## config.mk

```make
export PLATFORM = sky130hd
export DESIGN_NAME = lspp_cordic_cell
export DESIGN_NICKNAME = d
export VERILOG_FILES = /design/src/hdl/lspp_pkg.sv /design/src/hdl/lspp_cordic_cell.sv
export SDC_FILE = /design/constraint.sdc
export NUM_CORES = 1
export LEC_CHECK = 0
export ABC_AREA = 1
export BUFFER_PORTS_ARGS = -buffer_cell sky130_fd_sc_hd__clkbuf_2
export CORE_UTILIZATION = 35
export DETAILED_ROUTE_END_ITERATION = 10
export PLACE_DENSITY = 0.65
export SYNTH_ARGS = -nofsm -noshare
export SYNTH_HDL_FRONTEND = slang
export SYNTH_SLANG_ARGS = --single-unit
```

## constraint.sdc

```tcl
create_clock -name clk_i -period 0.97 [get_ports clk_i]
set_input_delay 0.194 -clock clk_i [delete_from_list [all_inputs] [get_ports clk_i]]
set_output_delay 0.194 -clock clk_i [all_outputs]
set_load 0.02 [all_outputs]
```

## src/hdl/lspp_pkg.sv

```systemverilog
// Package for the laser scan polar-to-pixel core: item types, CORDIC state type,
// register index codes and the CORDIC arctangent table.
// No dependencies.
`timescale 1ns / 1ps

package lspp_pkg;

  localparam int CordicIters = 16;
  localparam int MaxBeams = 1024;
  localparam logic signed [19:0] CordicStart = 20'sd39797;
  localparam logic [16:0] Q16One = 17'd65536;

  localparam logic [13:0] ArcTable [CordicIters] = '{
    14'd8192, 14'd4836, 14'd2555, 14'd1297, 14'd651, 14'd326, 14'd163, 14'd81,
    14'd41, 14'd20, 14'd10, 14'd5, 14'd3, 14'd1, 14'd1, 14'd0
  };

  localparam logic [1:0] RegMinRange = 2'd0;
  localparam logic [1:0] RegMaxRange = 2'd1;
  localparam logic [1:0] RegAngleStart = 2'd2;
  localparam logic [1:0] RegAngleStep = 2'd3;

  typedef struct packed {
    logic [9:0] beam_index;
    logic [15:0] beam_range;
  } in_item_t;

  typedef struct packed {
    logic [8:0] pixel_x;
    logic [8:0] pixel_y;
    logic plotted;
  } out_item_t;

  typedef struct packed {
    logic signed [19:0] x;
    logic signed [19:0] y;
    logic signed [16:0] z;
    logic [1:0] quad;
    logic [15:0] range;
    logic ok;
  } cord_t;

endpackage

```

## src/hdl/lspp_cordic_cell.sv

```systemverilog
// One CORDIC rotation cell of the sine/cosine chain.
// Depends on lspp_pkg for the cell state type and the arctangent table.
`timescale 1ns / 1ps

module lspp_cordic_cell import lspp_pkg::*; #(
  parameter int ITER = 0
) (
  input  logic  clk_i,
  input  logic  rst_ni,
  input  logic  en_i,
  input  logic  valid_i,
  input  cord_t st_i,
  output logic  valid_o,
  output cord_t st_o
);

  logic valid_q;
  cord_t st_q;
  cord_t st_d;
  logic signed [19:0] dx;
  logic signed [19:0] dy;
  logic signed [16:0] arc;

  always_comb begin
    dx = st_i.y >>> ITER;
    dy = st_i.x >>> ITER;
    arc = signed'({3'b000, ArcTable[ITER]});
    st_d = st_i;
    if (!st_i.z[16]) begin
      st_d.x = st_i.x - dx;
      st_d.y = st_i.y + dy;
      st_d.z = st_i.z - arc;
    end else begin
      st_d.x = st_i.x + dx;
      st_d.y = st_i.y - dy;
      st_d.z = st_i.z + arc;
    end
  end

  always_ff @(posedge clk_i or negedge rst_ni) begin
    if (!rst_ni) begin
      valid_q <= 1'b0;
    end else if (en_i) begin
      valid_q <= valid_i;
    end
  end

  always_ff @(posedge clk_i) begin
    if (en_i) begin
      st_q <= st_d;
    end
  end

  assign valid_o = valid_q;
  assign st_o = st_q;

endmodule

```

Word level (Yosys, flattened, before mapping)
Index checks and enable logic that the tools add are counted.

Register bits after elaboration: 77. Output and inout bits: 77. Word-level logic and storage cells: 13.

Add/subtract/negate cells: 5. Mux-type cells: 1.

Operators by type and width (number): 57-bit 2-to-1 mux (1); 20-bit subtractor (2); 20-bit adder (1); 17-bit by 15-bit adder with 17-bit output (second input constant) (1); 17-bit by 15-bit subtractor with 17-bit output (second input constant) (1).

Longest topological paths before layout
Depth in word-level cells: 2. Depth in mapped cells: 15. Mapped depth without buffers: 14.

Worst setup path before layout
No wires, ideal clock.

Path kind: input to register. Start point: input port st_i[36] (netlist bit). End point: register st_q (netlist bit st_o[52]), data pin. Library setup time: 253 ps. Data arrival time: 1473 ps. Required time: 717 ps. Setup slack: -756 ps. Stages: 11. Path through: inv_1 > ha_1 > fa_1 > o21bai_1 > nand2_1 > nand2_1 > nand2_1 > nand2_1 > nand2_1 > nand3_1 > nand2_1.

RTL lines: from (decl) (line lspp_cordic_cell.sv:12) `input cord_t st_i,`; to (signal assigned) (line lspp_cordic_cell.sv:50) `st_q <= st_d;`; to (decl) (line lspp_cordic_cell.sv:18) `cord_t st_q;`.

==> qor.txt <==
status = finished, violations left
failing checks = negative setup slack
initial antenna violation count = 0
most common library cells after synthesis = 247 x nand2_1, 124 x inv_1, 82 x nand3_1
Mean Syn Cell Area = 7.72 um2
CTS max path bufs = 2
Starting DRT DRC Count = 452
share of flip-flops with an asynchronous set or reset = 1.32%
total core area = 17,500 um2
Seq cells post-synth = 76
minimum clock period = 1540 ps
Lkg Pwr = 5.04 nW
Slew headroom = 74.9%
area leader, netlist = edfxtp_1
setup tns final = -22,940 ps
Die Span X = 137 um
Syn Std Cell Area = 6360 um2
Final Skew = 0 ps
Antenna Cells = 0
Slew Viols, Final = 0
IO Port Bufs = 156
Area contributors post-synth = edfxtp_1 35%, nand2_1 15%, ha_1 12%, inv_1 7.3%, nand3_1 6.5%
Via density = 4.91
worst setup margin = -566 ps
Net count, final = 1,265
Remaining DRCs = 0
synthesized net count = 967
library cells used by synthesis = 39
count leader, synth = nand2_1
HP Start = st_i[18]
final setup violation count = 115
Routability Congestion = 0.927
Max Cap Viol = 0
share of Yosys cell area claimed by the top area cell type = 35.4%
ANT nets after route = 0
total congestion overflow = 0
VDD IR max = 0.000933 V
Initial Util = 36.3%
Seq. cell area = 2280 um2
Hold Vio Cnt, Final = 0
Total GRT Usage = 20.9%
Die Y = 137 um
HP Class = in2reg
die area = 18,700 um2
PD cells = 1260 nW/um2
Seq/Total Area, Yosys = 35.8%
critical path launch point type = input pin
Final Cell Area = 10,600 um2
Detailed Place HPWL = 15,300 um
Critical Path End Type = flip-flop
root buffer cell = clkbuf_16
layout cells sized above 1 = 54.1%
total CTS buffers = 9
Worst R2R Start = valid_o$_DFFE_PN0P_
clock sink count = 76
worst-skew pair later-pin latency = 330 ps
RSZ-0062 raised after global routing = yes
Critical Path AT = 1620 ps
Vias = 6,633
first-pass GRT wire length = 30,500 um
area of the multi-input gates = 4570 um2
H-Tree Depth = 3
Synth Warn # = 0
# IOs = 157
Rows = 48
Mapped Cells = 824
worst slew pin tran = 375 ps
synthesis-to-layout area growth = 66.9%
f_max = 651 MHz
Worst Setup SP = st_i[56]
Clock transition at path regs = 60 ps
Post-DP Area = 8680 um2
drt first pass iters = 6
CTS tree = done
pin count of the biggest net entering global routing = 30
vias in the first global route = 6,424
drt wl/cell = 15.1 um
Post-synth EDFFs = 75
Filler cells = 1,453
Detailed Route WL = 20,400 um
WS Path Type = in2reg
crit path max fanout = 3
Synth Flop Type = edfxtp_1
crit share post-route = 158%
critical path required time = 1060 ps
==> registers in the layout (all words and copies together) (netlist names) <==
signal / count
valid_o: 1
st_o: 75
==> per-stage QoR <==
stage          util (%)  std cells  hold slack, ps  setup WS, ps  total power [mW]
3_3_place_gp       49.5       1311           -30.9         -1010              8.81
3_5_place_dp       49.5       1311           -30.0         -1070              8.88
5_1_grt            60.5       1352            22.9          -662              14.1
2_1_floorplan         -        824            -102          -637              7.04
4_1_cts            54.5       1342            25.4          -549              12.5
6_report           60.5       1352            35.5          -566              13.4
==> layout make-up <==
class                           count  area share, %
Multi-Input combinational cell    593           43.1
Inverter                          129           5.25
Clock inverter                      4          0.236
Timing Repair Buffer              313           24.9
Clock buffer                       12           2.42
Tap cell                          225           2.65
Sequential cell                    76           21.5
==> per-layer routing <==
| metal | part of all wire (%) | GRT usage [%] | vias up |
|---|---|---|---|
| met3 | 5.8 | 2.30 | 53 |
| met5 | 0 | 0 | - |
| met1 | 43 | 27.3 | 3071 |
| met2 | 49 | 36.0 | 254 |
| li1 | - | - | 3255 |
| met4 | 2.5 | 6.72 | 0 |
==> critical path, cell delays in order <==
cell and delay (ps):
clkbuf_16 130, inv_8 30, ha_4 150, fa_2 380, o21bai_1 200, nand2_1 140
nand2_2 120, nand2_1 70, nand2_1 60, nand2_1 40, nand3_1 60, nand2_1 50
==> where the power goes <==
| group | internal [mW] | switching (mW) | total (mW) |
|---|---|---|---|
| Sequential | 4.09 | 0.170 | 4.26 |
| Combinational | 2.71 | 3.26 | 5.96 |
| Clock | 1.86 | 1.30 | 3.16 |
| Total | 8.66 | 4.73 | 13.4 |
==> cell families (layout without fill, tap and decap cells) <==
family,after synthesis,in the layout,synth area share [%]
simple gates,408,408,28.2
compound gates,105,105,9.96
buf+inv,155,458,10.7
xor+xnor,16,16,2.20
fa+ha+maj,63,63,12.9
flops,76,76,35.8
mux,1,1,0.177
==> cell usage in the layout (no fill, tap or decap), drive strengths merged <==
cell type / synthesis / routed
o21ai: 33 / 33
inv: 129 / 129
clkinv: 0 / 2
ha: 59 / 59
nor3: 6 / 6
o22ai: 2 / 2
xor2: 15 / 15
a21o: 2 / 2
a211oi: 1 / 1
clkbuf: 5 / 76
nand3: 83 / 83
clkinvlp: 0 / 2
fa: 4 / 4
dfrtp: 1 / 1
dlygate4sd3: 0 / 1
a21oi: 55 / 55
nor4: 2 / 2
edfxtp: 75 / 75
o21bai: 12 / 12
nand2: 256 / 256
nor2: 49 / 49
buf: 21 / 248
xnor2: 1 / 1
mux2: 1 / 1
nand4: 6 / 6
and2: 6 / 6
==> worst paths after layout <==
check	depth (start not counted)	slack [ps]	endpoint
min reg2reg	1	540	valid_o$_DFFE_PN0P_
max in group asynchronous	2	690	valid_o$_DFFE_PN0P_
min in group asynchronous	2	190	valid_o$_DFFE_PN0P_
max reg2reg	1	210	valid_o$_DFFE_PN0P_
min	1	40	st_o[18]$_DFFE_PP_
max	12	-570	st_o[72]$_DFFE_PP_
==> what timing repair did <==
| item | CTS | global route |
|---|---|---|
| hold endpoints to repair | 1 | 0 |
| setup buffers | 14 | 17 |
| pin swaps | 70 | 84 |
| gates cloned | 0 | 0 |
| resized for setup | 121 | 371 |
| hold buffers | 1 | 0 |
| endpoints found under the setup margin | 115 | 115 |
Note: power is estimated with default switching activity, not from simulation.
