<file path="config.mk">
export PLATFORM = sky130hd
export DESIGN_NAME = lspp_div_cell
export DESIGN_NICKNAME = d
export VERILOG_FILES = /design/src/hdl/lspp_pkg.sv /design/src/hdl/lspp_div_cell.sv
export SDC_FILE = /design/constraint.sdc
export NUM_CORES = 1
export LEC_CHECK = 0
export BUFFER_PORTS_ARGS = -buffer_cell sky130_fd_sc_hd__buf_2
export CAP_MARGIN = 10
export CORE_UTILIZATION = 45
export CTS_BUF_LIST = sky130_fd_sc_hd__clkbuf_4
export CTS_CLUSTER_SIZE = 8
export DETAILED_ROUTE_END_ITERATION = 16
export PLACE_DENSITY_LB_ADDON = 0.05
export SLEW_MARGIN = 30
export SYNTH_ARGS = -nofsm -noshare
export SYNTH_HDL_FRONTEND = slang
export SYNTH_SLANG_ARGS = --single-unit
</file>
<file path="constraint.sdc">
create_clock -name clk_i -period 0.8 [get_ports clk_i]
set_clock_uncertainty 0.05 [all_clocks]
set_input_delay 0.12 -clock clk_i [delete_from_list [all_inputs] [get_ports clk_i]]
set_output_delay 0.12 -clock clk_i [all_outputs]
set_load 0.01 [all_outputs]
</file>
<file path="src/hdl/lspp_pkg.sv">
// Package for the laser scan polar-to-pixel core: item types, CORDIC state type,
// register index codes and the CORDIC arctangent table.
// No dependencies.
`timescale 1ns / 1ps

package lspp_pkg;

  localparam int CordicIters = 16;
  localparam int MaxBeams = 1024;
  localparam logic signed [19:0] CordicStart = 20'sd39797;
  localparam logic [16:0] Q16One = 17'd65536;

  localparam logic [13:0] ArcTable [CordicIters] = '{
    14'd8192, 14'd4836, 14'd2555, 14'd1297, 14'd651, 14'd326, 14'd163, 14'd81,
    14'd41, 14'd20, 14'd10, 14'd5, 14'd3, 14'd1, 14'd1, 14'd0
  };

  localparam logic [1:0] RegMinRange = 2'd0;
  localparam logic [1:0] RegMaxRange = 2'd1;
  localparam logic [1:0] RegAngleStart = 2'd2;
  localparam logic [1:0] RegAngleStep = 2'd3;

  typedef struct packed {
    logic [9:0] beam_index;
    logic [15:0] beam_range;
  } in_item_t;

  typedef struct packed {
    logic [8:0] pixel_x;
    logic [8:0] pixel_y;
    logic plotted;
  } out_item_t;

  typedef struct packed {
    logic signed [19:0] x;
    logic signed [19:0] y;
    logic signed [16:0] z;
    logic [1:0] quad;
    logic [15:0] range;
    logic ok;
  } cord_t;

endpackage

</file>
<file path="src/hdl/lspp_div_cell.sv">
// One restoring-division cell: resolves a single quotient bit of both pixel axes.
// Depends on lspp_pkg only through the common import convention.
`timescale 1ns / 1ps

module lspp_div_cell import lspp_pkg::*; #(
  parameter int QW = 9,
  parameter int RW = 43,
  parameter int BIT = 0
) (
  input  logic          clk_i,
  input  logic          rst_ni,
  input  logic          en_i,
  input  logic          valid_i,
  input  logic [15:0]   max_range_i,
  input  logic [RW-1:0] rx_i,
  input  logic [RW-1:0] ry_i,
  input  logic [QW-1:0] qx_i,
  input  logic [QW-1:0] qy_i,
  input  logic          plot_i,
  output logic          valid_o,
  output logic [RW-1:0] rx_o,
  output logic [RW-1:0] ry_o,
  output logic [QW-1:0] qx_o,
  output logic [QW-1:0] qy_o,
  output logic          plot_o
);

  localparam logic [QW-1:0] BitMask = QW'(1) << BIT;

  logic valid_q;
  logic [RW-1:0] rx_q, rx_d, ry_q, ry_d, dsh;
  logic [QW-1:0] qx_q, qx_d, qy_q, qy_d;
  logic plot_q;

  always_comb begin
    dsh = RW'(max_range_i) << (17 + BIT);
    rx_d = rx_i;
    ry_d = ry_i;
    qx_d = qx_i;
    qy_d = qy_i;
    if (rx_i >= dsh) begin
      rx_d = rx_i - dsh;
      qx_d = qx_i | BitMask;
    end
    if (ry_i >= dsh) begin
      ry_d = ry_i - dsh;
      qy_d = qy_i | BitMask;
    end
  end

  always_ff @(posedge clk_i or negedge rst_ni) begin
    if (!rst_ni) begin
      valid_q <= 1'b0;
    end else if (en_i) begin
      valid_q <= valid_i;
    end
  end

  always_ff @(posedge clk_i) begin
    if (en_i) begin
      rx_q <= rx_d;
      ry_q <= ry_d;
      qx_q <= qx_d;
      qy_q <= qy_d;
      plot_q <= plot_i;
    end
  end

  assign valid_o = valid_q;
  assign rx_o = rx_q;
  assign ry_o = ry_q;
  assign qx_o = qx_q;
  assign qy_o = qy_q;
  assign plot_o = plot_q;

endmodule
</file>
# After elaboration in Yosys (flattened, before gate mapping)
# Cells that the tools add are included.
# W data, S select, Z words.
# classes
addsub,2
magnitude_cmp,2
mux,2
# op_table
op,count
$ge A43 B33 Y1,2
$mux W43,2
$sub A43 B33 Y43,2
# word_totals
reg_bits,106
input_bits,125
output_inout_bits,106

# Logic depth before layout (Yosys ltp)
# logic_depth
ltp_word,2
mapped_depth,12
mapped_depth_nobuf,10

# Worst setup path after synthesis
# OpenSTA, ideal clock, no wires.
# synth_timing
path_type,input -> register
startpoint,in max_range_i[5]
endpoint,"reg ry_q[41], in the netlist ry_o[41], data pin"
setup_time_ns,0.260
arrival_time_ns,2.210
required_ns,0.490
setup_slack_ns,-1.720
stages,9
path_cell_list,inv_1 ha_1 nand4b_1 or4_1 nor4_1 a211oi_2 a2111oi_0 o2111ai_1 xnor2_1
# synth_between
elab_chain_cells,2
elab_cells_between_ends,3
cone_classes,add/sub: 1; order compare: 1; mux: 1
# synth_lines
element,line,source
"start, declared",lspp_div_cell.sv:14,"input logic [15:0] max_range_i,"
$sub A43 B33 Y43 / $ge A43 B33 Y1 (equally long branches),"lspp_div_cell.sv:46, lspp_div_cell.sv:45",
$mux W43 (*),lspp_div_cell.sv:45,if (ry_i >= dsh) begin
named net ry_d[41],lspp_div_cell.sv:31,"logic [RW-1:0] rx_q, rx_d, ry_q, ry_d, dsh;"
"end signal, assigned",lspp_div_cell.sv:62,ry_q <= ry_d;
"end, declared",lspp_div_cell.sv:31,
# Mark *: on every way through the listed nets, which the timed path passes. The rest lies on a longest branch.
# A chain may end at the register's enable or synchronous reset.

# Worst setup path after layout
# layout_timing
startpoint,in rx_i[36]
endpoint,"reg rx_q[42], in the netlist rx_o[42], data pin"
# layout_between
elab_chain_cells,2
elab_cells_between_ends,3
cone_classes,add/sub: 1; order compare: 1; mux: 1
# layout_lines
element,line,source
"start, declared",lspp_div_cell.sv:15,"input logic [RW-1:0] rx_i,"
$sub A43 B33 Y43 / $ge A43 B33 Y1 (equally long branches),"lspp_div_cell.sv:42, lspp_div_cell.sv:41",
$mux W43 (*),lspp_div_cell.sv:41,if (rx_i >= dsh) begin
named net rx_d[42],lspp_div_cell.sv:31,
"end signal, assigned",lspp_div_cell.sv:61,rx_q <= rx_d;
"end, declared",lspp_div_cell.sv:31,
# Marks and branches as above.

==> impl_metrics.csv <==
group,metric,value,unit
grt,grt_overflow_total,0,
timing,min_period,2.081,ns
cts,cts_root_buf,"clkbuf_4",
cts,cts_tree,"yes",
grt,antenna_found_initial,2,
final_layout,drive_gt1_share,52.54,%
synth,netlist_area,0.005977,mm^2
synth,seq_area_frac_synth,53.17,%
grt,grt_start_max_net_pins,46,
drt,drt_iter0_drc,390,
grt,grt.total_usage,29.29,%
flow_run,maxCapViolations,0,
timing,fmax,480.6,MHz
timing,worst_pin_slew,0.4816,ns
floorplan,rows,41,
drt,routed_wl,20640,um
floorplan,start_util,46.79,%
pwr,ir_worst_vdd,1.081,mV
timing,slew_violations,0,
grt,first_global_vias,6184,
timing,timing.hold.ws,-0.09606,ns
cts,numCtsBuffers,9,
worst_setup_path,crit_required,1.03,ns
cts,numClockSinks,106,
timing,finalSetupViolCount,161,
worst_setup_path,path_class,"in2reg",
final_layout,fin_util,83.25,%
drt,vias_per_cell,5.256,
place,gp_congestion,0.8659,
floorplan,die_h,117.3,um
worst_setup_path,arrival,2.32,ns
synth,synth_cell_types,63,
min_path,hp-class,"in2reg",
synth,synth_nets,683,
timing,hold_viol_final,11,
timing,period_share,260.1,%
timing,setup-tns-final,-104.21,ns
run_status,outcome,"complete, but fails checks",
floorplan,ios,231,
drt,ant_nets,0,
floorplan,die_area,0.01375,mm^2
worst_setup_path,start_kind,"primary input",
drt,wl_per_cell,17.52,um
synth,synthArstFlopShare,0.9434,%
grt,grt_pass1_wl,30190,um
synth,yosys_register_bits,106,
drt,route.detailed.drc,0,
final_layout,area_growth,77.91,%
synth,ys.flop_type,"edfxtp_1",
synth,synth_enable_flop_cells,105,
drt,drt_first_pass_iters,4,
synth,synth_area_per_cell,11.41,um^2
synth,synthCells,524,
pwr,power_density,1384,mW/mm^2
timing,setup_ws,-1.281,ns
pwr,power.leakage,0.004620,uW
cts,clkSlewWorstSetupHoldPaths,0.16,ns
worst_setup_path,endpoint_kind,"flop",
floorplan,fp.dieW,117.3,um
place,place_hpwl,13490,um
floorplan,core_area,0.01277,mm^2
cts,clock_latency,0.51,ns
place,port_buffers,230,
timing,rsz0062_at_grt,"true",
drt,vias,6192,
cts,htree_levels,3,
synth,yosysWarnings,0,
run_status,violations,"negative hold slack, negative setup slack",
cts,clock_path_buffers,2,
final_layout,nets,1159,
worst_setup_path,path_max_fanout,11,
timing,slew_headroom,67.60,%
## worst max-delay path, stage by stage
cell and delay (ns):
buf_6 0.09, or4_4 0.54, or3_4 0.37, nor3_4 0.23, o31ai_4 0.11, a211o_4 0.32, buf_12 0.16, and4bb_2 0.23
xor2_1 0.14
## Yosys cell counts, types with 5 or more instances
cell | number | area share, %
nor2b_1 | 7 | 0.73
xnor2_1 | 26 | 3.8
nor3_1 | 14 | 1.2
ha_1 | 32 | 6.7
or3_1 | 5 | 0.52
inv_1 | 30 | 1.9
nand3_1 | 7 | 0.59
nand4_1 | 5 | 0.52
buf_2 | 7 | 0.59
o21a_1 | 6 | 0.75
nor4_1 | 8 | 0.84
nand3b_1 | 6 | 0.75
nand2_1 | 36 | 2.3
and3_1 | 5 | 0.52
nor2_1 | 31 | 1.9
edfxtp_1 | 105 | 53
a21oi_1 | 37 | 3.1
a21o_1 | 10 | 1.3
clkbuf_1 | 5 | 0.31
xor2_1 | 12 | 1.8
o211ai_1 | 6 | 0.75
nand2b_1 | 12 | 1.3
o21ai_0 | 34 | 2.8
## state kept, by name, indices dropped and copies added, names as in the netlist
name     cells
plot_o       1
valid_o      1
ry_o        43
qy_o         9
qx_o         9
rx_o        43
## final cells by class
type	instances	area (um^2)
tap	172	215.2
multi-input combinational	374	3304
inverter	30	162.7
clock inverter	5	40.04
fill	728	2140
antenna	1	2.502
sequential	106	3178
timing repair buffer	479	3649
clock buffer	11	82.58
## per-layer routing
layer  global-route usage (%)  part of all wire, %  vias up
met5                        0                0.063        -
met4                    14.60                  3.3        2
met3                    5.973                  6.2       55
met2                    54.16                   53      248
met1                    31.66                   37     2948
li1                         -                    -     2939
## layout by cell type, fill, tap and decap left out, types with 17 or more instances in the layout
cell type / instances
o21ai_0: 18
inv_1: 17
nor2_1: 28
dlygate4sd3_1: 87
ha_4: 19
buf_4: 139
nand2_1: 18
buf_6: 34
edfxtp_1: 105
buf_2: 201
a21oi_1: 28
xnor2_1: 25
## power by group
part | total, uW | switching, uW | internal, uW
clock | 2660 | 1930 | 731
sequential | 6950 | 148 | 6800
combinational | 5100 | 2410 | 2690
total | 14700 | 4490 | 10200
## final timing paths
| check | slack, ns | end | startpoint | cells past startpoint |
|---|---|---|---|---|
| setup / recovery | -1.28 | rx_o[42]$_DFFE_PP_ | rx_i[36] | 9 |
| setup reg to reg | -0.02 | valid_o$_DFFE_PN0P_ | valid_o$_DFFE_PN0P_ | 1 |
| hold / removal | -0.1 | rx_o[32]$_DFFE_PP_ | rx_i[32] | 2 |
| hold reg to reg | 0.51 | valid_o$_DFFE_PN0P_ | valid_o$_DFFE_PN0P_ | 1 |
| min in group asynchronous | 0.40 | valid_o$_DFFE_PN0P_ | rst_ni | 3 |
| max in group asynchronous | 0.19 | valid_o$_DFFE_PN0P_ | rst_ni | 3 |
## metrics by stage
stage	setup slack, ns	area [um^2]	power, uW	std cells
after CTS	-1.241	10230	14270	1167
after global placement	-1.944	8658	11080	1052
after floorplan	-1.594	6247	9019	524
final	-1.281	10630	14720	1178
after detailed placement	-1.948	8658	11170	1052
after global routing	-1.286	10630	15350	1177
## cell families after synthesis
family	synth area share, %
AO/OA/AOI/OAI	14.11
XOR/XNOR	5.568
AND/OR/NAND/NOR	15.37
buffers and inverters	3.161
flip-flops	53.17
multiplexers	1.256
adder cells (fa/ha/maj)	7.369
## timing repair
action | 4_1_cts | 5_1_grt
hold buffers | 84 | 3
buffers inserted | 12 | 12
endpoints found under the hold margin | 100 | 16
gates resized for setup | 100 | 83
setup endpoints to repair | 161 | 161
pin swaps | 28 | 43
gates cloned | 4 | 0
(Power assumes the default switching activity.)
